## src/rtl/irs_pkg.sv

```systemverilog
// ----------------------------------------------------------------------------
// irs_pkg
// Shared types and constants of the image scaler: register indexes, field
// widths and the word that travels down the pipeline.
// ----------------------------------------------------------------------------
package irs_pkg;

  localparam int CoordW = 7;
  localparam int ChanW  = 8;
  localparam int PixW   = 4 * ChanW;
  localparam int CfgW   = 8;
  localparam int CfgIdxW = 3;
  localparam int FracW  = 8;
  localparam int AccW   = 24;

  localparam logic [CfgIdxW-1:0] CfgSrcWidth  = 3'd0;
  localparam logic [CfgIdxW-1:0] CfgSrcHeight = 3'd1;
  localparam logic [CfgIdxW-1:0] CfgDstWidth  = 3'd2;
  localparam logic [CfgIdxW-1:0] CfgDstHeight = 3'd3;
  localparam logic [CfgIdxW-1:0] CfgFilter    = 3'd4;
  localparam logic [CfgIdxW-1:0] CfgChannels  = 3'd5;

  localparam logic FilterNearest  = 1'b0;
  localparam logic FilterBilinear = 1'b1;

  localparam logic ActStore   = 1'b0;
  localparam logic ActCompute = 1'b1;

  typedef struct packed {
    logic              store;
    logic [CoordW-1:0] col;
    logic [CoordW-1:0] row;
    logic [PixW-1:0]   pix;
  } item_t;

endpackage

```

## src/rtl/irs_coord.sv

```systemverilog
// ----------------------------------------------------------------------------
// irs_coord
// One axis lane: maps a destination coordinate to the low and high source
// indexes and the Q0.8 fraction, through a pipelined restoring divider.
// ----------------------------------------------------------------------------
module irs_coord #(
  parameter int MAX_DIM = 128,
  localparam int DimW = $clog2(MAX_DIM + 1),
  localparam int IdxW = (MAX_DIM > 2) ? $clog2(MAX_DIM) : 1,
  localparam int NumW = irs_pkg::CoordW + DimW + 8
) (
  input  logic                       clk_i,
  input  logic [NumW:0]              en_i,
  input  logic [irs_pkg::CoordW-1:0] d_i,
  input  logic [DimW-1:0]            src_i,
  input  logic [DimW-1:0]            dst_i,
  input  logic                       bilinear_i,
  output logic [IdxW-1:0]            lo_o,
  output logic [IdxW-1:0]            hi_o,
  output logic [irs_pkg::FracW-1:0]  frac_o
);
  import irs_pkg::*;

  logic [DimW-1:0] rem_q [NumW];
  logic [NumW-1:0] num_q [NumW];
  logic [DimW-1:0] rem_d [NumW];
  logic [NumW-1:0] num_d [NumW];
  logic [NumW-1:0] num_in;

  logic [IdxW-1:0]  lo_q, hi_q, lo_d, hi_d;
  logic [FracW-1:0] frac_q, frac_d;

  always_comb begin
    if (bilinear_i == FilterBilinear) begin
      // (2d+1) * S * 128, the half-pixel-centred numerator.
      num_in = (NumW'({d_i, 1'b1}) * NumW'(src_i)) << 7;
    end else begin
      num_in = NumW'(d_i) * NumW'(src_i);
    end
  end

  // Each stage retires one quotient bit; the numerator shifts out as the
  // quotient shifts in.
  always_comb begin
    logic [DimW-1:0] srem;
    logic [NumW-1:0] snum;
    logic [DimW:0]   t;
    logic            ge;
    for (int i = 0; i < NumW; i++) begin
      srem = (i == 0) ? '0 : rem_q[(i == 0) ? 0 : i - 1];
      snum = (i == 0) ? num_in : num_q[(i == 0) ? 0 : i - 1];
      t = {srem, snum[NumW-1]};
      ge = (t >= {1'b0, dst_i});
      rem_d[i] = ge ? DimW'(t - {1'b0, dst_i}) : t[DimW-1:0];
      num_d[i] = {snum[NumW-2:0], ge};
    end
  end

  always_ff @(posedge clk_i) begin
    for (int i = 0; i < NumW; i++) begin
      if (en_i[i]) begin
        rem_q[i] <= rem_d[i];
        num_q[i] <= num_d[i];
      end
    end
  end

  always_comb begin
    logic [NumW-1:0] q;
    logic [DimW-1:0] smax;
    logic [NumW-1:0] c;
    logic [NumW-1:0] top;
    q = num_q[NumW-1];
    smax = src_i - DimW'(1);
    top = NumW'(smax) << FracW;
    c = '0;
    if (bilinear_i == FilterBilinear) begin
      c = (q < NumW'(128)) ? '0 : q - NumW'(128);
      if (c > top) begin
        c = top;
      end
      lo_d = IdxW'(c >> FracW);
      frac_d = c[FracW-1:0];
      hi_d = (lo_d == IdxW'(smax)) ? lo_d : lo_d + IdxW'(1);
    end else begin
      lo_d = (q > NumW'(smax)) ? IdxW'(smax) : IdxW'(q);
      hi_d = lo_d;
      frac_d = '0;
    end
  end

  always_ff @(posedge clk_i) begin
    if (en_i[NumW]) begin
      lo_q <= lo_d;
      hi_q <= hi_d;
      frac_q <= frac_d;
    end
  end

  assign lo_o = lo_q;
  assign hi_o = hi_q;
  assign frac_o = frac_q;

endmodule

```

## config.mk

```make
export PLATFORM = sky130hd
export DESIGN_NAME = irs_coord
export DESIGN_NICKNAME = d
export VERILOG_FILES = /design/src/rtl/irs_pkg.sv /design/src/rtl/irs_coord.sv
export SDC_FILE = /design/constraint.sdc
export NUM_CORES = 1
export LEC_CHECK = 0
export CORE_UTILIZATION = 55
export CTS_CLUSTER_DIAMETER = 30
export DETAILED_ROUTE_END_ITERATION = 10
export DONT_BUFFER_PORTS = 1
export PLACE_DENSITY = 0.78
export SLEW_MARGIN = 30
export SYNTH_ARGS = -nofsm -noshare
export SYNTH_HDL_FRONTEND = slang
export SYNTH_SLANG_ARGS = --single-unit
```

## constraint.sdc

```tcl
create_clock -name clk_i -period 6 [get_ports clk_i]
set_clock_uncertainty 0.2 [all_clocks]
set_input_delay 0.6 -clock clk_i [delete_from_list [all_inputs] [get_ports clk_i]]
set_output_delay 0.6 -clock clk_i [all_outputs]
set_load 0.01 [all_outputs]
```

==> summary.md <==
| Metric | Value |
|---|---|
| GR Layer Usage met3 | 4.159% |
| Clock group share of total power | 35.2% |
| Hold Startpoint | bilinear_i |
| Largest net degree at the start of global routing | 48 |
| Slew Limit Fails | 0 |
| Worst path cell trace | and2_4 > fa_1 > inv_1 > fa_1 > inv_1 > fa_1 > inv_1 > fa_1 > inv_2 > ha_4 > a21o_1 > a31o_2 > a41o_1 > o41ai_2 > xnor2_1 > nand2_1 > ha_2 > inv_1 > ha_2 > a21oi_1 > or4_1 > buf_4 > nor2_1 > a31o_2 |
| Hold endpoint | hi_o[3]$_DFFE_PP_ |
| Clock tree buffer depth | 3 |
| Root Driver | clkbuf_16 |
| Ys Warns | 0 |
| Final-layout fill cell count | 4298 |
| Final Hold Viols | 0 |
| Via count | 20740 |
| Cell area power density | 462.0 nW/µm² |
| Largest stage delay on the critical path | 0.57 ns |
| RSZ-0062 raised after global routing | no |
| Post-Syn Nets | 2888 |
| Most common cell in the synthesized netlist | edfxtp_1 |
| Worst vdd ir | 0.4184 mV |
| Critical path's slowest cell | or4_1 |
| Detailed placement HPWL | 51140 µm |
| Comb pwr share | 26.5% |
| Gr ovfl total | 0 |
| Design Power | 19.13 mW |
| Synth Register Bits | 727 |
| Setup Crit Path Kind | primary input to flop |
| Sequential power share | 38.2% |
| Drt total wl | 77220 µm |
| GR Util met2 | 40.64% |
| Worst Path Required | 6.36 ns |
| Fin crit period | 5.633 ns |
| FF-to-FF End | hi_o[6]$_DFFE_PP_ |
| Met1 usage | 30.62% |
| Pleak | 16.28 nW |
| Worst slew pin tran | 0.9108 ns |
| Finish-stage setup viols | 0 |
| H-tree lvl count | 3 |
| Mapped Area | 35480 µm² |
| Worst skew pair latency | 0.69 ns |
| Synth area leaders | edfxtp_1, ha_1, fa_1, mux2_2, inv_1 |
| Post-CTS setup buffer count | 0 |
| Crit path max fanout | 12 |
| Mapped Cells | 2493 |
| Seq/Total Area, Yosys | 61.52% |
| Area grow syn2layout | 16.71% |
| Worst Setup Start Kind | primary input |
| Die area | 65540 µm² |
| P_int | 13.33 mW |
| Pre-Repair DR Iteration Count | 5 |
| Worst Hold Depth | 1 |
| # clock sinks | 727 |
| Multi-input logic area | 12700 µm² |
| Fin area | 41410 µm² |
| Via density | 5.752 |
| Core region area | 63430 µm² |
| Sw Pwr | 5.805 mW |
| All-layer global routing usage | 23.84% |
| DRC errors left | 0 |
| Fraction of registers with async set/reset | 0% |
| Average cell area after synthesis | 14.23 µm² |
| # diodes | 0 |
| Fin crit share | 93.88% |
| Post-DP Area | 36850 µm² |
| ANT nets after route | 0 |
| Max_slew headroom | 38.72% |
| CTS tree | done |
| First-pass GRT wire length | 119800 µm |
| Worst reg2reg setup slack | 0.62 ns |
| IO Port Bufs | 0 |
| Initial Util | 55.95% |
| Clock-pin slew on the worst setup and hold paths | 0.06 ns |
| Post-synth EDFFs | 727 |
| Cell taking the most area after synthesis | edfxtp_1 |
| Share of layout cells above drive strength 1 | 15.37% |
| Vias in the first global route | 21630 |
| GP Congestion | 0.8846 |
| IO Pins | 71 |
| Synth cell types | 76 |
| GR peak layer | met2 |
| Crit path max-delay family | adder cells |
| Reg2reg start | num_q[2][146]$_DFFE_PP_ |
| Setup crit end kind | flop |
| Switching part of the total | 30.34% |
| Site Rows | 92 |
| Hold WC Path Type | primary input to flop |
| Initial antenna violation count | 0 |
| CTS buffer count | 114 |
| Arr. time, crit path | 5.99 ns |
| Status | complete, no violations |
| Main synth FF type | edfxtp_1 |
| Chip height | 256 µm |
| Reg2Reg Depth | 17 |
| Die Width | 256 µm |
| Routed wire per std cell | 21.42 µm |
| Achievable Freq | 177.5 MHz |
| Layout Utilization | 65.30% |
| Initial DRC count | 1560 |
| Layout Nets | 3053 |
| Top cell type's share of synthesized area | 61.52% |
| Max-Cap Viols | 0 |
| Critical path buffer and inverter count | 6 |
| Synth cell count leaders | edfxtp_1, ha_1, inv_1 |
| Register Area | 21830 µm² |
## through the flow
| stage | setup TNS [ns] | worst slack [ns] | hold slack, ns | std cells |
|---|---|---|---|---|
| after detailed placement | -1.235 | -0.2223 | 0.2045 | 3363 |
| final | 0 | 0.3671 | 0.02998 | 3605 |
| after CTS | 0 | 0.4347 | 0.0009814 | 3605 |
| after global routing | 0 | 0.2052 | 0.01797 | 3605 |
| after global placement | -0.1497 | -0.09158 | 0.2006 | 3363 |
| after floorplan | -0.2634 | -0.2300 | 0.2003 | 2493 |
## layer usage
metal | routed length [µm] | vias up | share of wire, %
met5 | 0 | - | 0
met4 | 2417 | 0 | 3.1
met3 | 4503 | 167 | 5.8
met2 | 38530 | 699 | 50
met1 | 31770 | 10320 | 41
li1 | - | 9547 | -
## power by group through the flow
stage	Clock [mW]	Combinational, mW	Sequential, mW
final	6.74	5.07	7.31
after detailed placement	0	4.74	7.36
after global placement	0	4.54	7.34
after global routing	7.05	5.60	7.37
after CTS	6.82	5.01	7.30
after floorplan	0	3.71	7.15
## worst max-delay path by stage
stage	from	end	slack, ns	depth (start not counted)
global route	d_i[0]	rem_q[0][0]$_DFFE_PP_	0.21	25
detailed placement	src_i[2]	rem_q[0][0]$_DFFE_PP_	-0.22	24
CTS	src_i[2]	rem_q[0][0]$_DFFE_PP_	0.43	24
global placement	src_i[2]	rem_q[0][0]$_DFFE_PP_	-0.09	22
finish	src_i[2]	rem_q[0][0]$_DFFE_PP_	0.37	24
floorplan	src_i[2]	rem_q[0][0]$_DFFE_PP_	-0.23	24
## kinds of logic (layout without fill, tap and decap cells)
kind of cell	count (synthesis)	count (layout)	synth area share [%]
and+or+nand+nor	541	541	7.697
DFF	727	727	61.52
muxes	161	161	4.929
adders and majority gates	346	346	13.96
xor gates and xnor gates	100	100	2.507
buffers and inverters	269	535	2.980
AOI/OAI and AO/OA	349	349	6.407
## final cells by class
cell class / instances / share of cell area [%]
sequential: 727 / 52.71
tap: 846 / 2.556
inverter: 250 / 2.266
timing repair buffer: 68 / 1.915
multi-input combinational: 1497 / 30.66
clock buffer: 120 / 6.943
clock inverter: 97 / 2.943
## sequential cells by signal, indices dropped and copies added, names as in the netlist
signal and flops:
hi_o 7, num_q 529, frac_o 8, rem_q 176, lo_o 7
## cell usage in the layout (no fill, tap or decap), types with 27 or more instances in the layout
cell         n
a21boi_0    64
a21o_1      34
a21oi_1     43
and2_1      44
buf_4       43
clkbuf_16  114
edfxtp_1   727
fa_1        81
ha_1       257
inv_1      244
mux2_2     106
mux2i_1     54
nand2_1     87
nand2b_1    27
nand4_1     50
nor2_1     195
nor2b_1     53
o21ai_0    134
xnor2_1     64
xor2_1      35
## what timing repair did
item                      in CTS  in global routing
hold buffers                  25                  0
hold endpoints to repair     763                  0
resized for setup              0                  0
No activity file was read; power rests on OpenSTA's default activity.
