===== src/rtl/irs_pkg.sv =====
// ----------------------------------------------------------------------------
// irs_pkg
// Shared types and constants of the image scaler: register indexes, field
// widths and the word that travels down the pipeline.
// ----------------------------------------------------------------------------
package irs_pkg;

  localparam int CoordW = 7;
  localparam int ChanW  = 8;
  localparam int PixW   = 4 * ChanW;
  localparam int CfgW   = 8;
  localparam int CfgIdxW = 3;
  localparam int FracW  = 8;
  localparam int AccW   = 24;

  localparam logic [CfgIdxW-1:0] CfgSrcWidth  = 3'd0;
  localparam logic [CfgIdxW-1:0] CfgSrcHeight = 3'd1;
  localparam logic [CfgIdxW-1:0] CfgDstWidth  = 3'd2;
  localparam logic [CfgIdxW-1:0] CfgDstHeight = 3'd3;
  localparam logic [CfgIdxW-1:0] CfgFilter    = 3'd4;
  localparam logic [CfgIdxW-1:0] CfgChannels  = 3'd5;

  localparam logic FilterNearest  = 1'b0;
  localparam logic FilterBilinear = 1'b1;

  localparam logic ActStore   = 1'b0;
  localparam logic ActCompute = 1'b1;

  typedef struct packed {
    logic              store;
    logic [CoordW-1:0] col;
    logic [CoordW-1:0] row;
    logic [PixW-1:0]   pix;
  } item_t;

endpackage


===== src/rtl/irs_blend.sv =====
// ----------------------------------------------------------------------------
// irs_blend
// One channel lane: horizontal blend of two rows, then vertical blend into
// a 24-bit accumulator.
// ----------------------------------------------------------------------------
module irs_blend (
  input  logic                      clk_i,
  input  logic                      en_a_i,
  input  logic                      en_b_i,
  input  logic [irs_pkg::ChanW-1:0] p00_i,
  input  logic [irs_pkg::ChanW-1:0] p10_i,
  input  logic [irs_pkg::ChanW-1:0] p01_i,
  input  logic [irs_pkg::ChanW-1:0] p11_i,
  input  logic [irs_pkg::FracW-1:0] fx_i,
  input  logic [irs_pkg::FracW-1:0] fy_i,
  output logic [irs_pkg::AccW-1:0]  acc_o
);
  import irs_pkg::*;

  logic [15:0]      top_q, bot_q;
  logic [FracW-1:0] fy_q;
  logic [AccW-1:0]  acc_q;
  logic [8:0]       wx, wy;
  logic [16:0]      top_d, bot_d;
  logic [25:0]      acc_d;

  assign wx = 9'd256 - 9'(fx_i);
  assign wy = 9'd256 - 9'(fy_q);
  assign top_d = 17'(p00_i) * 17'(wx) + 17'(p10_i) * 17'(fx_i);
  assign bot_d = 17'(p01_i) * 17'(wx) + 17'(p11_i) * 17'(fx_i);
  assign acc_d = 26'(top_q) * 26'(wy) + 26'(bot_q) * 26'(fy_q);

  always_ff @(posedge clk_i) begin
    if (en_a_i) begin
      top_q <= top_d[15:0];
      bot_q <= bot_d[15:0];
      fy_q <= fy_i;
    end
    if (en_b_i) begin
      acc_q <= acc_d[AccW-1:0];
    end
  end

  assign acc_o = acc_q;

endmodule


===== config.mk =====
export PLATFORM = sky130hd
export DESIGN_NAME = irs_blend
export DESIGN_NICKNAME = d
export VERILOG_FILES = /design/src/rtl/irs_pkg.sv /design/src/rtl/irs_blend.sv
export SDC_FILE = /design/constraint.sdc
export NUM_CORES = 1
export LEC_CHECK = 0
export ABC_CLOCK_PERIOD_IN_PS = 8300
export BUFFER_PORTS_ARGS = -buffer_cell sky130_fd_sc_hd__buf_2
export CAP_MARGIN = 0
export CELL_PAD_IN_SITES_DETAIL_PLACEMENT = 0
export CELL_PAD_IN_SITES_GLOBAL_PLACEMENT = 1
export CORE_UTILIZATION = 45
export DETAILED_ROUTE_END_ITERATION = 6
export PLACE_DENSITY_LB_ADDON = 0.1
export SYNTH_ARGS = -nofsm -noshare
export SYNTH_HDL_FRONTEND = slang
export SYNTH_SLANG_ARGS = --single-unit

===== constraint.sdc =====
create_clock -name clk_i -period 8.3 [get_ports clk_i]
set_input_delay 0.415 -clock clk_i [delete_from_list [all_inputs] [get_ports clk_i]]
set_output_delay 0.415 -clock clk_i [all_outputs]
set_load 0.02 [all_outputs]

==> impl_metrics.csv, run 1 <==
group,metric,value,unit
clocking,cts_hold_buf,0,
placed_design,detailed_place_hpwl,40.1,mm
critical_path,slowest_stage,"edfxtp_1",
synth,avgSynthCellArea,9.32,um2
critical_path,cp.required,8.42,ns
timing,timing.final.crit_period,7.08,ns
cells_and_area,antennaDiodeCount,0,
timing,rsz0062_at_grt,"false",
critical_path,r2r-end,"acc_o[23]",
route,wl_per_cell,17.2,um
timing,max_freq,141,MHz
critical_path,worst_setup_path_end_kind,"flop",
placed_design,port_buffers,74,
clocking,cts_tree,"yes",
floorplanning,die_h,212,um
clocking,insertion_delay,0.37,ns
clocking,cts_buffer_depth,2,
synth,yosysTopAreaCell,"fa_1",
min_path,min_from,"fy_i[3]",
synth,synth-edff-count,64,
critical_path,reg2reg_slack,1.22,ns
timing,hold_ws,0.223,ns
timing,setup_violations,0,
route,drcViolationCount,0,
route,dr.pass1.iters,6,
cells_and_area,drive_gt1_share,5.65,%
critical_path,start_kind,"flop",
critical_path,path_cells,"or3_1, xor2_1, buf_4, and2_1, fa_1, inv_1, fa_1, fa_1, inv_1, fa_1, fa_1, inv_1, fa_1, inv_1, ha_1, nand2_1, nor2_1, nand4b_1, a31oi_1, a41oi_1, a31o_2, xnor2_1",
synth,netlist.area_leader.share,42.6,%
timing,max-slew-margin-rel,37.1,%
floorplanning,core_area,0.0434,mm2
synth,synth.distinct_cells,53,
grt,grt_pass1_wl,78.7,mm
min_path,min_path_type,"in -> reg",
floorplanning,fp.dieW,212,um
route,vias,13529,
synth,synth_warnings,0,
timing,fin_tns_setup,0,ns
floorplanning,num_rows,76,
timing,worst_pin_slew,0.944,ns
timing,final.setup_skew,0.0103,ns
synth,netlist_area,0.0199,mm2
grt,globalRouteTotalUtil,22.9,%
timing,hold_violations,0,
min_path,holdPathEnd,"fy_q[3]",
clocking,htree_num_levels,3,
synth,synth_fp_nets,2813,
clocking,cts.sinks,64,
route,drt_wl_total,47.4,mm
floorplanning,boundaryPins,75,
clocking,root_buffer,"clkbuf_16",
route,ant_nets,0,
critical_path,cp_max_fo,20,
synth,synth_area_leaders,"fa_1, ha_1, inv_1, edfxtp_1, and2_1",
clocking,cts_buffers,9,
route,first_iter_violations,553,
synth,ys.flop_type,"edfxtp_1",
critical_path,r2r-start,"fy_q[4]",
grt,grt_overflow_total,0,
cells_and_area,synthToLayoutAreaGrowth,6.67,%
run_status,outcome,"completed",
min_path,holdPathStages,1,
cells_and_area,final_nets,2850,
timing,setup_slack,1.22,ns
timing,maxSlewViolCount,0,
critical_path,arrival,7.20,ns
critical_path,crit_start,"fy_q[4]",
critical_path,crit_path_frequent_cell,"fa_1",
cells_and_area,fillCellCount,4257,
grt,grt_max_degree,41,
synth,synth_cells,2135,
critical_path,path_class,"reg -> reg",
timing,fin_crit_sh,85.3,%
synth,synth_seq_area_share,9.66,%
grt,antenna_found_initial,0,
clocking,path_clk_slew,0.07,ns
critical_path,cpPeakStageDelay,0.67,ns
route,via_per_inst,4.90,
flow_run,maxCapViolCount,0,
synth,async_reset_ff_share,0,%
placed_design,place.gp.congestion,0.807,
grt,grt_pass1_vias,14839,
placed_design,post-place-ws,1.07,ns
critical_path,reg2regPathDepth,22,
clocking,cts_setup_buffers,0,
synth,ys_ff_latch,64,
floorplanning,start_util,45.9,%
clocking,cts_resized,0,
floorplanning,die_area,0.0451,mm2
state kept, by name, summed over array words and instances, names as in the netlist:
| name | cells |
|---|---|
| bot_q | 16 |
| fy_q | 8 |
| acc_o | 24 |
| top_q | 16 |
cell usage in the layout (no fill, tap or decap), drive strengths merged, types with 3 or more instances in the layout:
cell type,synthesis,final
or3,6,6
edfxtp,64,64
nand3,12,12
clkbuf,53,9
nand2b,5,5
nor3,8,8
a211oi,6,6
nor4,4,4
a21o,14,14
o211ai,3,3
nand2,273,273
a21oi,30,30
nor2,31,31
o31ai,4,4
fa,423,423
nor2b,8,8
a31oi,4,4
o21bai,4,4
xnor2,49,49
and3,3,3
o21a,7,7
xor2,20,20
o21ai,14,14
inv,553,555
and2,290,290
buf,18,97
ha,204,204
a211o,3,3
or2,3,3
worst max-delay path by stage:
stage | to | depth (start not counted)
2_1_floorplan | bot_q[15] | 24
3_3_place_gp | top_q[15] | 24
3_5_place_dp | top_q[15] | 24
4_1_cts | acc_o[23] | 22
5_1_grt | acc_o[23] | 22
6_report | acc_o[23] | 22
per-stage QoR:
stage,area (um2),std cells,utilization [%]
global route,21200,2762,48.9
CTS,21200,2762,48.9
detailed placement,20900,2746,48.2
finish,21200,2762,48.9
global placement,20900,2746,48.2
floorplan,19900,2135,-
cells in the mapped netlist (2+ instances only):
cell type,count
a21oi_1,30
o21bai_1,4
nor4_1,4
nand3_1,12
buf_2,2
a211o_1,3
o211ai_1,3
edfxtp_1,64
nand2_1,272
nor2b_1,8
o21a_1,7
o21ai_0,13
nand2b_1,5
nor2_1,31
inv_1,553
clkbuf_1,53
o31ai_1,3
or3_1,6
nand4_1,2
xor2_1,20
or2_2,3
ha_1,204
xnor2_1,48
a211oi_1,6
a21o_1,14
a31oi_1,4
and3_1,3
and2_1,290
buf_1,15
fa_1,423
nor3_1,8
layout make-up:
type | count | area (um2) | area share [%]
multi-input combinational | 1447 | 15600 | 73.6
inverter | 553 | 2080 | 9.78
sequential | 64 | 1920 | 9.06
tap | 585 | 732 | 3.45
timing repair buffer | 97 | 543 | 2.56
clock buffer | 9 | 225 | 1.06
clock inverter | 7 | 103 | 0.483
critical path: cells and delay by family, from the launching register on:
family / cells / cell delay, ns
flip-flops: 1 / 0.67
buffers and inverters: 5 / 0.42
adder cells (fa/ha/maj): 7 / 3.34
AND/OR/NAND/NOR: 5 / 1.18
AO/OA/AOI/OAI: 3 / 0.94
XOR/XNOR: 2 / 0.26
layer usage:
layer  global-route usage (%)  up-vias  routed length, um
li1                         -     6337                  -
met1                     29.1     6962              20600
met2                     42.0      184              25000
met3                     1.74       46                955
met4                     5.56        0                826
met5                        0        -                  0
kinds of logic (layout without fill, tap and decap cells):
| family | after synthesis | in the layout | share of synthesized area, % |
|---|---|---|---|
| compound gates | 100 | 100 | 3.35 |
| buf+inv | 624 | 666 | 11.8 |
| xor+xnor | 69 | 69 | 3.08 |
| mux | 1 | 1 | 0.0503 |
| flops | 64 | 64 | 9.66 |
| simple gates | 650 | 650 | 16.7 |
| fa+ha+maj | 627 | 627 | 55.4 |
Power of run 1 is left out: the tool's default activity adds up to more than one toggle a clock period on the data nets, which glitch-free logic cannot reach.
==> run 2, diff against run 1 <==
--- a/config.mk
+++ b/config.mk
@@ -8,11 +8,8 @@
 export ABC_CLOCK_PERIOD_IN_PS = 8300
 export BUFFER_PORTS_ARGS = -buffer_cell sky130_fd_sc_hd__buf_2
 export CAP_MARGIN = 0
-export CELL_PAD_IN_SITES_DETAIL_PLACEMENT = 0
-export CELL_PAD_IN_SITES_GLOBAL_PLACEMENT = 1
 export CORE_UTILIZATION = 45
 export DETAILED_ROUTE_END_ITERATION = 6
-export PLACE_DENSITY_LB_ADDON = 0.1
 export SYNTH_ARGS = -nofsm -noshare
 export SYNTH_HDL_FRONTEND = slang
 export SYNTH_SLANG_ARGS = --single-unit
==> run 2 against run 1 <==
  * Routed wire length down 4.3%
  * Worst setup slack worse by 0.37 ns
  * Core utilization down 0.20 points
  * Maximum frequency down 4.9%
  * Cell count down 0.14%
  * Worst hold slack worse by 0.011 ns
  * Clock skew up 0.011 ns
  * Critical path type unchanged
  * Global-route usage down 1.1 points
  * Cell area down 0.40%
  * Sequential share of layout area about the same
==> impl_metrics.csv, run 2 (same netlist as run 1, synthesis figures left out) <==
group,metric,value,unit
floorplanning,num_rows,76,
cells_and_area,fillCellCount,4194,
critical_path,crit_start,"fy_q[2]",
route,dr.pass1.iters,5,
cells_and_area,synthToLayoutAreaGrowth,6.24,%
route,drcViolationCount,0,
critical_path,arrival,7.55,ns
grt,antenna_found_initial,0,
route,drt_wl_total,45.3,mm
clocking,cts_buffer_depth,2,
cells_and_area,mostFrequentLayoutCells,"inv_1, fa_1, and2_1, nand2_1, ha_1",
grt,grt_max_degree,41,
timing,hold_violations,0,
cells_and_area,final_common_cell,"inv_1",
timing,worst_pin_slew,1.23,ns
route,first_iter_violations,601,
clocking,cts_hold_buf,0,
critical_path,path_class,"reg -> reg",
grt,grt_pass1_vias,15060,
critical_path,start_kind,"flop",
cells_and_area,antennaDiodeCount,0,
timing,fin_crit_sh,89.7,%
timing,timing.final.crit_period,7.45,ns
route,via_per_inst,4.94,
placed_design,detailed_place_hpwl,38.7,mm
timing,fin_tns_setup,0,ns
cells_and_area,final_nets,2846,
route,vias,13613,
flow_run,maxCapViolCount,0,
timing,maxSlewViolCount,0,
placed_design,place.gp.congestion,0.878,
clocking,cts_tree,"yes",
floorplanning,fp.dieW,212,um
timing,setup_violations,0,
clocking,htree_num_levels,3,
floorplanning,core_area,0.0434,mm2
clocking,path_clk_slew,0.08,ns
timing,max_freq,134,MHz
min_path,min_path_type,"in -> reg",
cells_and_area,drive_gt1_share,5.43,%
run_status,outcome,"completed",
critical_path,cp_max_fo,19,
floorplanning,boundaryPins,75,
critical_path,reg2regPathDepth,23,
placed_design,port_buffers,74,
clocking,cts_resized,0,
floorplanning,die_area,0.0451,mm2
clocking,cts_setup_buffers,0,
clocking,cts.sinks,64,
min_path,min_from,"fy_i[0]",
critical_path,r2r-start,"fy_q[2]",
timing,rsz0062_at_grt,"false",
cells_and_area,largest_reg_flops,24,
critical_path,reg2reg_slack,0.85,ns
clocking,insertion_delay,0.37,ns
clocking,cts_buffers,9,
min_path,holdPathStages,1,
route,wl_per_cell,16.4,um
grt,globalRouteTotalUtil,21.7,%
grt,grt_overflow_total,0,
critical_path,cp.required,8.41,ns
floorplanning,start_util,45.9,%
critical_path,worst_setup_path_end_kind,"flop",
timing,final.setup_skew,0.0209,ns
route,ant_nets,0,
timing,max-slew-margin-rel,17.7,%
clocking,root_buffer,"clkbuf_16",
grt,grt_pass1_wl,75.9,mm
floorplanning,die_h,212,um
[run 2: cell types whose count changed in the layout (fill, tap and decap cells not counted), sizes merged]
| cell | previous run | this run |
|---|---|---|
| bufinv | 2 | 0 |
| buf | 97 | 93 |
| clkinv | 2 | 5 |
| inv | 555 | 554 |
[run 2: path summary, 6_finish.rpt]
| path | endpoint |
|---|---|
| hold reg to reg | acc_o[0] |
| hold / removal | fy_q[0] |
| setup / recovery | acc_o[23] |
| setup reg to reg | acc_o[23] |
[run 2: final cells by class]
class                   instances  area (um2)  share of cell area, %
flip-flops and latches         64        1920                   9.09
multi-input cells            1447       15600                   73.9
well taps                     585         732                   3.46
inverters                     553        2080                   9.82
clock inverters                 7        47.5                  0.225
repair buffers                 93         513                   2.43
clock buffers                   9         225                   1.07
[run 2: routing by layer]
metal / track usage, % / share of wire (%)
met3: 1.89 / 3.0
met4: 7.91 / 3.3
met2: 39.8 / 53
met5: 0 / 0
met1: 26.6 / 41
[run 2: per-stage QoR]
step / hold slack (ns) / worst slack, ns / instance area [um2] / cells / utilization (%)
after floorplan: 0.514 / 1.49 / 19900 / 2135 / -
after global placement: 0.596 / 1.07 / 20900 / 2742 / 48.1
after detailed placement: 0.598 / 0.883 / 20900 / 2742 / 48.1
after CTS: 0.194 / 0.884 / 21100 / 2758 / 48.7
after global routing: 0.207 / 0.483 / 21100 / 2758 / 48.7
final: 0.212 / 0.854 / 21100 / 2758 / 48.7
[run 2: worst max-delay path: stages, from the launching register on]
cell and delay (ns):
edfxtp_1 0.77, nor2_1 0.12, nand3_1 0.14, nor4_1 0.06
xnor2_1 0.98, and2_1 0.26, fa_1 0.41, inv_1 0.08
fa_1 0.43, fa_1 0.51, inv_1 0.05, fa_1 0.48
fa_1 0.49, inv_1 0.05, fa_1 0.47, inv_1 0.04
ha_1 0.36, nand3_1 0.15, nor2_1 0.23, nand4b_1 0.16
a31oi_1 0.37, a41oi_1 0.20, a31o_2 0.27, xnor2_1 0.12
Power of run 2 is left out for the same reason.
