$ cat src/rtl/irs_ram.sv
// ----------------------------------------------------------------------------
// irs_ram
// Generic single-write, single-read memory with a registered read port.
// ----------------------------------------------------------------------------
module irs_ram #(
  parameter int Width = 32,
  parameter int Depth = 4,
  localparam int AddrW = (Depth > 1) ? $clog2(Depth) : 1
) (
  input  logic             clk_i,
  input  logic             we_i,
  input  logic [AddrW-1:0] waddr_i,
  input  logic [Width-1:0] wdata_i,
  input  logic             re_i,
  input  logic [AddrW-1:0] raddr_i,
  output logic [Width-1:0] rdata_o
);

  logic [Width-1:0] mem [Depth];
  logic [Width-1:0] rdata_q;

  always_ff @(posedge clk_i) begin
    if (we_i) begin
      mem[waddr_i] <= wdata_i;
    end
    if (re_i) begin
      rdata_q <= mem[raddr_i];
    end
  end

  assign rdata_o = rdata_q;

endmodule

$ cat config.mk
export PLATFORM = sky130hd
export DESIGN_NAME = irs_ram
export DESIGN_NICKNAME = d
export VERILOG_FILES = /design/src/rtl/irs_ram.sv
export SDC_FILE = /design/constraint.sdc
export NUM_CORES = 1
export LEC_CHECK = 0
export BUFFER_PORTS_ARGS = -buffer_cell sky130_fd_sc_hd__buf_2
export CORE_UTILIZATION = 35
export CTS_CLUSTER_DIAMETER = 150
export CTS_CLUSTER_SIZE = 12
export DETAILED_ROUTE_END_ITERATION = 12
export PLACE_DENSITY = 0.51
export REMOVE_ABC_BUFFERS = 1
export SLEW_MARGIN = 25
export SYNTH_ARGS = -nofsm -noshare
export SYNTH_HDL_FRONTEND = slang
export SYNTH_SLANG_ARGS = --single-unit
$ cat constraint.sdc
create_clock -name clk_i -period 3.7 [get_ports clk_i]
set_input_delay 0.555 -clock clk_i [delete_from_list [all_inputs] [get_ports clk_i]]
set_output_delay 0.555 -clock clk_i [all_outputs]
set_load 0.01 [all_outputs]
==> results.yml, run 1 <==
final_layout:
  layout_commonest_cell: "edfxtp_1"
  final_area_mm2: 0.006785
  regArea_mm2: 0.004805
  drive_gt1_share_pct: 45.00
  antenna_cells: 0
  multi_input_area_um2: 768.2
  final_cell_mix: "edfxtp_1, buf_2, mux4_2"
  nets: 326
  fill_cells: 1401
  syn_to_final_growth_pct: 20.08
clock_tree:
  root_buffer: "clkbuf_16"
  cts_setup_buffers: 0
  tritoncts: "built"
  cts_buffers: 17
  clk_pin_slew_ps: 60
  clk_latency_ps: 410
  htree_levels: 4
  cts_sinks: 160
  cts-hold-fix-buffers: 0
  cts_resized: 0
  cts_buffer_depth: 2
critical_path:
  path_buf_inv: 2
  cp.arrival_ps: 1830
  crit_required_ps: 3850
  cp-end-kind: "flip-flop"
  path_max_fanout: 32
  cp_top_family: "multiplexers"
  crit_chain: "buf_2, buf_4, mux4_1"
  path_depth: 3
  crit_start: "raddr_i[0]"
  reg2reg_from: "mem[1][31]$_DFFE_PP_"
  crit_type: "in -> reg"
  reg2regPathDepth: 1
  cpPeakStageDelay_ps: 640
  cp_slowest_cell: "mux4_1"
  cp-start-kind: "input port"
floorplan:
  die_x_um: 129.1
  top_level_ports: 71
  core_mm2: 0.01583
  fp-row-count: 46
  die_area_mm2: 0.01666
  die_h_um: 129.1
  start_util_pct: 35.70
route:
  via_per_inst: 4.585
  detail_route.iter0.violations: 139
  vias: 2366
  drt_wl_total_mm: 9.622
  post_drt_wl_per_cell_um: 18.65
  drc_errors: 0
  ant_nets: 0
  first_pass_iters: 6
power_and_ir_drop:
  p_sw_uw: 776.4
  pwr-share-seq_pct: 53.1
  p_leak_uw: 0.002292
  power.share.combinational_pct: 4.7
  p_per_area_mw_per_mm2: 591.8
  power_frac_clock_pct: 42.3
  swShare_pct: 19.33
  ir_worst_vdd_uv: 360.9
  p_int_uw: 3239
yosys:
  syn_area_per_cell_um2: 27.83
  yosysWarnings: 0
  yosysTopAreaCell: "edfxtp_1"
  synth_seq_cells: 160
  synth.distinct_cells: 9
  syn_inst: 203
  synth_top_area_share_pct: 85.03
  syn_area_mm2: 0.005650
  yosysSeqAreaShare_pct: 85.03
  synth_area_leaders: "edfxtp_1, mux4_2, buf_12"
timing:
  timing.slew.headroom_pct: 37.77
  finalCritPeriodShare_pct: 45.29
  maxSlewViolCount: 0
  rsz0062_at_grt: "false"
  max_freq_mhz: 596.7
  finalHoldViolCount: 0
  period_needed_ps: 1676
  worstMarginPinSlew_ps: 933.5
  setup_viol: 0
  worst_clock_skew_ps: 3.674
  tns_ps: 0
global_routing:
  antenna_found_initial: 0
  grt_start_max_net_pins: 33
  grt_use_total_pct: 12.75
  grt_pass1_vias: 2544
  grt_pass1_wl_mm: 14.46
  grt_overflow: 0
outcome:
  status: "finished clean"
hold_path:
  hold_path_class: "in -> reg"
  whs_path_depth: 1
  hold_start: "wdata_i[29]"
place:
  dpl.hpwl_mm: 5.037
  gp_congestion: 0.6122
  placed_cell_area_mm2: 0.006208
  io_buffers: 70
run:
  maxCapViolations: 0
-- synth_stat cells, drive strengths merged --
cell type,instances
mux4,32
and3b,2
buf,7
and3,1
edfxtp,160
nor3b,1
-- final timing paths --
path | to | slack, ps
max | rdata_o[31]$_DFFE_PP_ | 2020
min reg2reg | rdata_o[6]$_DFFE_PP_ | 630
max reg2reg | rdata_o[31]$_DFFE_PP_ | 2570
min | mem[2][29]$_DFFE_PP_ | 350
-- power by group through the flow --
stage | clock network [uW] | registers (uW) | logic, uW
5_1_grt | 1800 | 2140 | 208
3_5_place_dp | 0 | 2170 | 195
6_report | 1700 | 2130 | 187
4_1_cts | 1740 | 2130 | 195
3_3_place_gp | 0 | 2170 | 189
2_1_floorplan | 0 | 2180 | 72.2
-- logic make-up after synthesis --
kind of cell | Yosys count | synth area share (%)
buffers and inverters | 7 | 1.528
muxes | 32 | 12.89
and+or+nand+nor | 4 | 0.5538
DFF | 160 | 85.03
-- state kept, by name (all words and copies together) (netlist names) --
register	cells
rdata_o	32
mem	128
-- final cells by class --
class	instances	share of cell area (%)
clock buffers	18	6.325
clock inverters	14	2.176
multi-input cells	36	11.32
flip-flops and latches	160	70.81
well taps	216	3.983
repair buffers	72	5.384
-- metal layers --
metal | vias up | track usage, % | wire [um]
li1 | 1051 | - | -
met1 | 1239 | 15.23 | 4067
met2 | 57 | 20.86 | 4938
met3 | 19 | 3.881 | 395
met4 | 0 | 6.851 | 221
met5 | - | 0 | 0
-- through the flow --
stage	instances	power [uW]	setup WS, ps	utilization (%)	hold slack, ps
after detailed placement	484	2367	1529	39.23	616.7
after floorplan	196	2251	273.7	-	593.2
after CTS	516	4069	1971	42.87	328.8
after global routing	516	4152	1903	42.87	345.5
after global placement	484	2358	1565	39.23	598.7
final	516	4016	2024	42.87	349.5
(Power assumes the default switching activity.)
==> run 2, diff against run 1 <==
Settings changed: ABC_AREA set to 1, PLACE_DENSITY 0.51 to 0.52.
Clock period 3.7 ns to 1.3 ns, I/O delays scaled along.
==> run 2 against run 1 <==
- via count is 65% higher
- critical path depth is 2 lower
- hold slack got worse by 340 ps
- sequential power rose to 2.8 times the previous value
- first-iteration DRC count increased by 110%
- register-to-register slack worse by 2200 ps
- core utilization increased by 1.1 points
- largest power group unchanged
- synthesized area rose by 13%
- largest cell class unchanged
==> results.yml, run 2 <==
clock_tree:
  clk_latency_ps: 420
  cts_buffers: 17
  htree_levels: 4
  root_buffer: "clkbuf_16"
  cts_buffer_depth: 2
  cts_setup_buffers: 0
  tritoncts: "built"
  clk_pin_slew_ps: 60
  cts_sinks: 160
critical_path:
  cp_slowest_cell: "edfxtp_1"
  cp-start-kind: "flip-flop"
  cpPeakStageDelay_ps: 410
  cp.arrival_ps: 990
  cp-end-kind: "primary output"
  crit_start: "rdata_o[18]$_DFFE_PP_"
  crit_chain: "buf_2"
  crit_required_ps: 1110
  cp_top_family: "flip-flops"
  path_buf_inv: 1
  crit_type: "reg -> out"
  path_max_fanout: 1
  reg2reg_from: "mem[1][8]$_DFFE_PP_"
floorplan:
  top_level_ports: 71
  die_h_um: 137.2
  die_area_mm2: 0.01883
  fp-row-count: 49
  die_x_um: 137.2
  start_util_pct: 35.62
  core_mm2: 0.01796
timing:
  worst_clock_skew_ps: 9.246
  worstMarginPinSlew_ps: 335.1
  max_freq_mhz: 842.6
  finalHoldViolCount: 0
  rsz0062_at_grt: "false"
  maxSlewViolCount: 0
  setup_viol: 0
  finalCritPeriodShare_pct: 91.29
  period_needed_ps: 1187
  timing.slew.headroom_pct: 77.66
route:
  via_per_inst: 4.378
  detail_route.iter0.violations: 291
  drt_wl_total_mm: 12.56
  drc_errors: 0
  first_pass_iters: 4
  ant_nets: 0
  vias: 3914
  post_drt_wl_per_cell_um: 14.04
hold_path:
  hold_path_class: "in -> reg"
  hold_start: "wdata_i[12]"
global_routing:
  grt_pass1_wl_mm: 19.64
  antenna_found_initial: 0
  grt_start_max_net_pins: 33
  grt_pass1_vias: 3847
  grt_overflow: 0
  grt_use_total_pct: 14.47
place:
  gp_congestion: 0.6689
  io_buffers: 70
  dpl.hpwl_mm: 8.043
  dp_cells: 841
final_layout:
  drive_gt1_share_pct: 17.74
  top_register: "mem"
  multi_input_area_um2: 960.9
  antenna_cells: 0
  nets: 692
  final_cell_mix: "nand2_1, edfxtp_1, inv_1"
  final-instance-count-excl-fill: 894
  regArea_mm2: 0.004805
  fill_cells: 1673
  syn_to_final_growth_pct: 23.33
  largest_reg_flops: 128
yosys:
  syn_inst: 541
  synth_top_area_share_pct: 75.09
  synth_area_leaders: "edfxtp_1, nand2_1, inv_1"
  synth.distinct_cells: 9
  async_flop_share_pct: 0
  synth_seq_cells: 160
  synth_edf_count: 160
  synth_flop_cell: "edfxtp_1"
  yosysSeqAreaShare_pct: 75.09
  syn_area_mm2: 0.006399
  yosysTopAreaCell: "edfxtp_1"
  syn_area_per_cell_um2: 11.83
  synth_commonest_cells: "edfxtp_1, nand2_1, inv_1"
  yosysWarnings: 0
power_and_ir_drop:
  p_leak_uw: 0.003508
  p_per_area_mw_per_mm2: 1451
  ir_worst_vdd_uv: 887.2
  swShare_pct: 20.62
  p_sw_uw: 2362
  power_frac_clock_pct: 39.9
  power_uw: 11450
  p_int_uw: 9092
  pwr-share-seq_pct: 52.9
  power.share.combinational_pct: 7.1
outcome:
  status: "finished clean"
run:
  maxCapViolations: 0
run 2: cell types whose count changed after synthesis, moves of 3 or more:
cell,delta
inv_1,+132
buf_12,-3
nand3_1,+64
nor3_1,+4
nand2_1,+160
buf_2,+6
buf_6,+6
mux4_2,-30
buf_4,+4
run 2: cell type report:
cell class              instances  area share [%]
inverters                     133           6.326
multi-input cells             228           12.18
clock buffers                  22           5.629
clock inverters                 9           1.173
flip-flops and latches        160           60.88
repair buffers                113           10.18
well taps                     229           3.631
run 2: worst paths after layout:
kind	end	slack (ps)	cells past startpoint
worst max-delay path	rdata_o[18]	110	1
worst min-delay path	mem[2][12]$_DFFE_PP_	10	1
worst max register to register	rdata_o[8]$_DFFE_PP_	340	4
worst min register to register	rdata_o[21]$_DFFE_PP_	610	4
run 2: timing repair:
| item | CTS | global route |
|---|---|---|
| setup endpoints to repair | 0 | 0 |
| gates resized for setup | 0 | 0 |
| hold endpoints to repair | 83 | 0 |
| hold buffers | 22 | 0 |
run 2: stage by stage:
step                      setup slack, ps  area (um^2)  setup TNS [ps]  hold WS (ps)  utilization [%]
after detailed placement            26.49         7134               0         410.7            39.72
after global placement              22.35         7134               0         405.2            39.72
final                               113.2         7891               0         10.91            43.93
after global routing                79.72         7891               0         5.705            43.93
after CTS                           95.21         7891               0        0.6779            43.93
after floorplan                     -1636         6245         -209260         293.9                -
run 2: routing by layer:
| metal | track usage [%] | share of wire, % |
|---|---|---|
| met1 | 18.39 | 45 |
| met2 | 24.07 | 49 |
| met3 | 3.311 | 4.6 |
| met4 | 5.372 | 1.0 |
| met5 | 0 | 0 |
run 2: power by group through the flow:
stage | logic [uW] | clock network (uW) | registers [uW]
finish | 818 | 4580 | 6060
global route | 925 | 4910 | 6080
CTS | 838 | 4690 | 6060
detailed placement | 785 | 0 | 6170
global placement | 761 | 0 | 6160
floorplan | 304 | 0 | 6210
run 2: cells by family (layout without fill, tap and decap cells):
group / count (synthesis) / after routing / share of synthesized area [%]
flip-flops: 160 / 160 / 75.09
AND/OR/NAND/NOR: 228 / 228 / 14.70
buffers and inverters: 153 / 277 / 10.21
==> run 3, diff against run 2 <==
Settings changed: ABC_AREA 1 to not set, PLACE_DENSITY 0.52 to 0.51.
Clock period 1.3 ns to 1.51 ns, I/O delays scaled along.
==> run 3 against run 2 <==
- register-to-register slack improved by 50 ps
- critical path type unchanged
- power fell by 17%
- final cell count fell by 42%
- clock power fell by 19%
- via count fell by 38%
- wire length fell by 23%
==> results.yml, run 3 (synthesized netlist as in run 1, its figures left out) <==
place:
  dp_cells: 490
  dpl.hpwl_mm: 5.348
  gp_congestion: 0.6060
  io_buffers: 70
  placed_cell_area_mm2: 0.006354
global_routing:
  grt_pass1_vias: 2560
  antenna_found_initial: 1
  grt_pass1_wl_mm: 14.84
  grt_overflow: 0
  grt_use_total_pct: 13.01
  grt_start_max_net_pins: 33
floorplan:
  top_level_ports: 71
  start_util_pct: 35.70
  die_h_um: 129.1
  die_area_mm2: 0.01666
  core_mm2: 0.01583
  fp-row-count: 46
  die_x_um: 129.1
route:
  first_pass_iters: 4
  post_drt_wl_per_cell_um: 18.50
  detail_route.iter0.violations: 150
  via_per_inst: 4.658
  vias: 2422
  ant_nets: 0
  drc_errors: 0
  drt_wl_total_mm: 9.622
hold_path:
  whs_path_depth: 1
  hold_start: "wdata_i[26]"
  min_to: "mem[3][26]$_DFFE_PP_"
  hold_path_class: "in -> reg"
run:
  maxCapViolations: 0
timing:
  max_freq_mhz: 809.7
  maxSlewViolCount: 0
  rsz0062_at_grt: "false"
  period_needed_ps: 1235
  setup_viol: 0
  timing.slew.headroom_pct: 80.54
  hold_ws_ps: 26.96
  worst_clock_skew_ps: 4.928
  tns_ps: 0
  worstMarginPinSlew_ps: 291.9
  finalHoldViolCount: 0
  finalCritPeriodShare_pct: 81.79
final_layout:
  top_register: "mem"
  regArea_mm2: 0.004805
  final_cell_mix: "edfxtp_1, buf_2, mux4_2"
  largest_reg_flops: 128
  fill_cells: 1387
  syn_to_final_growth_pct: 21.46
  final_area_mm2: 0.006863
  drive_gt1_share_pct: 44.41
  multi_input_area_um2: 768.2
  final-instance-count-excl-fill: 520
  layout_commonest_cell: "edfxtp_1"
  antenna_cells: 0
  nets: 332
critical_path:
  r2r_setup_slack_ps: 390
  cp_slowest_cell: "edfxtp_1"
  reg2reg_to: "rdata_o[0]$_DFFE_PP_"
  path_max_fanout: 1
  crit_required_ps: 1280
  path_buf_inv: 1
  reg2regPathDepth: 1
  cp-end-kind: "primary output"
  cp.arrival_ps: 1010
  cpPeakStageDelay_ps: 430
  path_depth: 1
  crit_chain: "buf_2"
  reg2reg_from: "mem[1][0]$_DFFE_PP_"
  cp-start-kind: "flip-flop"
  crit_type: "reg -> out"
  cp_top_family: "flip-flops"
clock_tree:
  clk_latency_ps: 410
  tritoncts: "built"
  cts_buffer_depth: 2
  cts_sinks: 160
  cts-hold-fix-buffers: 0
  cts_resized: 0
  root_buffer: "clkbuf_16"
  clk_pin_slew_ps: 60
  cts_buffers: 17
  cts_setup_buffers: 0
  htree_levels: 4
outcome:
  status: "finished clean"
power_and_ir_drop:
  p_leak_uw: 0.002318
  p_per_area_mw_per_mm2: 1378
  power_uw: 9456
  ir_worst_vdd_uv: 830.3
## run 3: layout make-up
cell class / count / share of cell area [%]
Multi-Input combinational cell: 36 / 11.19
Clock inverter: 10 / 1.057
Clock buffer: 20 / 6.363
Sequential cell: 160 / 70.01
Timing Repair Buffer: 78 / 7.438
Tap cell: 216 / 3.938
## run 3: layer usage
layer | GRT usage, % | routed length, um | vias up
met2 | 20.03 | 4713 | 63
met1 | 16.63 | 4270 | 1289
met5 | 0 | 11 | -
met4 | 4.152 | 96 | 2
met3 | 5.698 | 530 | 10
li1 | - | - | 1058
## run 3: worst max path at each step
stage	startpoint	end	slack, ps
floorplan	waddr_i[1]	mem[0][0]$_DFFE_PP_	-1590
global placement	raddr_i[0]	rdata_o[0]$_DFFE_PP_	90
CTS	rdata_o[23]$_DFFE_PP_	rdata_o[23]	250
global route	rdata_o[23]$_DFFE_PP_	rdata_o[23]	230
finish	rdata_o[23]$_DFFE_PP_	rdata_o[23]	280
detailed placement	raddr_i[0]	rdata_o[31]$_DFFE_PP_	80
## run 3: stage by stage
stage | util, % | setup WS, ps
after floorplan | - | -1588
after global placement | 40.14 | 90.28
after detailed placement | 40.14 | 83.01
after CTS | 43.36 | 254.3
after global routing | 43.36 | 225.1
final | 43.36 | 275.0
## run 3: where the power goes
| part | switching (uW) | internal [uW] |
|---|---|---|
| sequential | 57.7 | 5170 |
| combinational | 258 | 242 |
| clock | 1520 | 2210 |
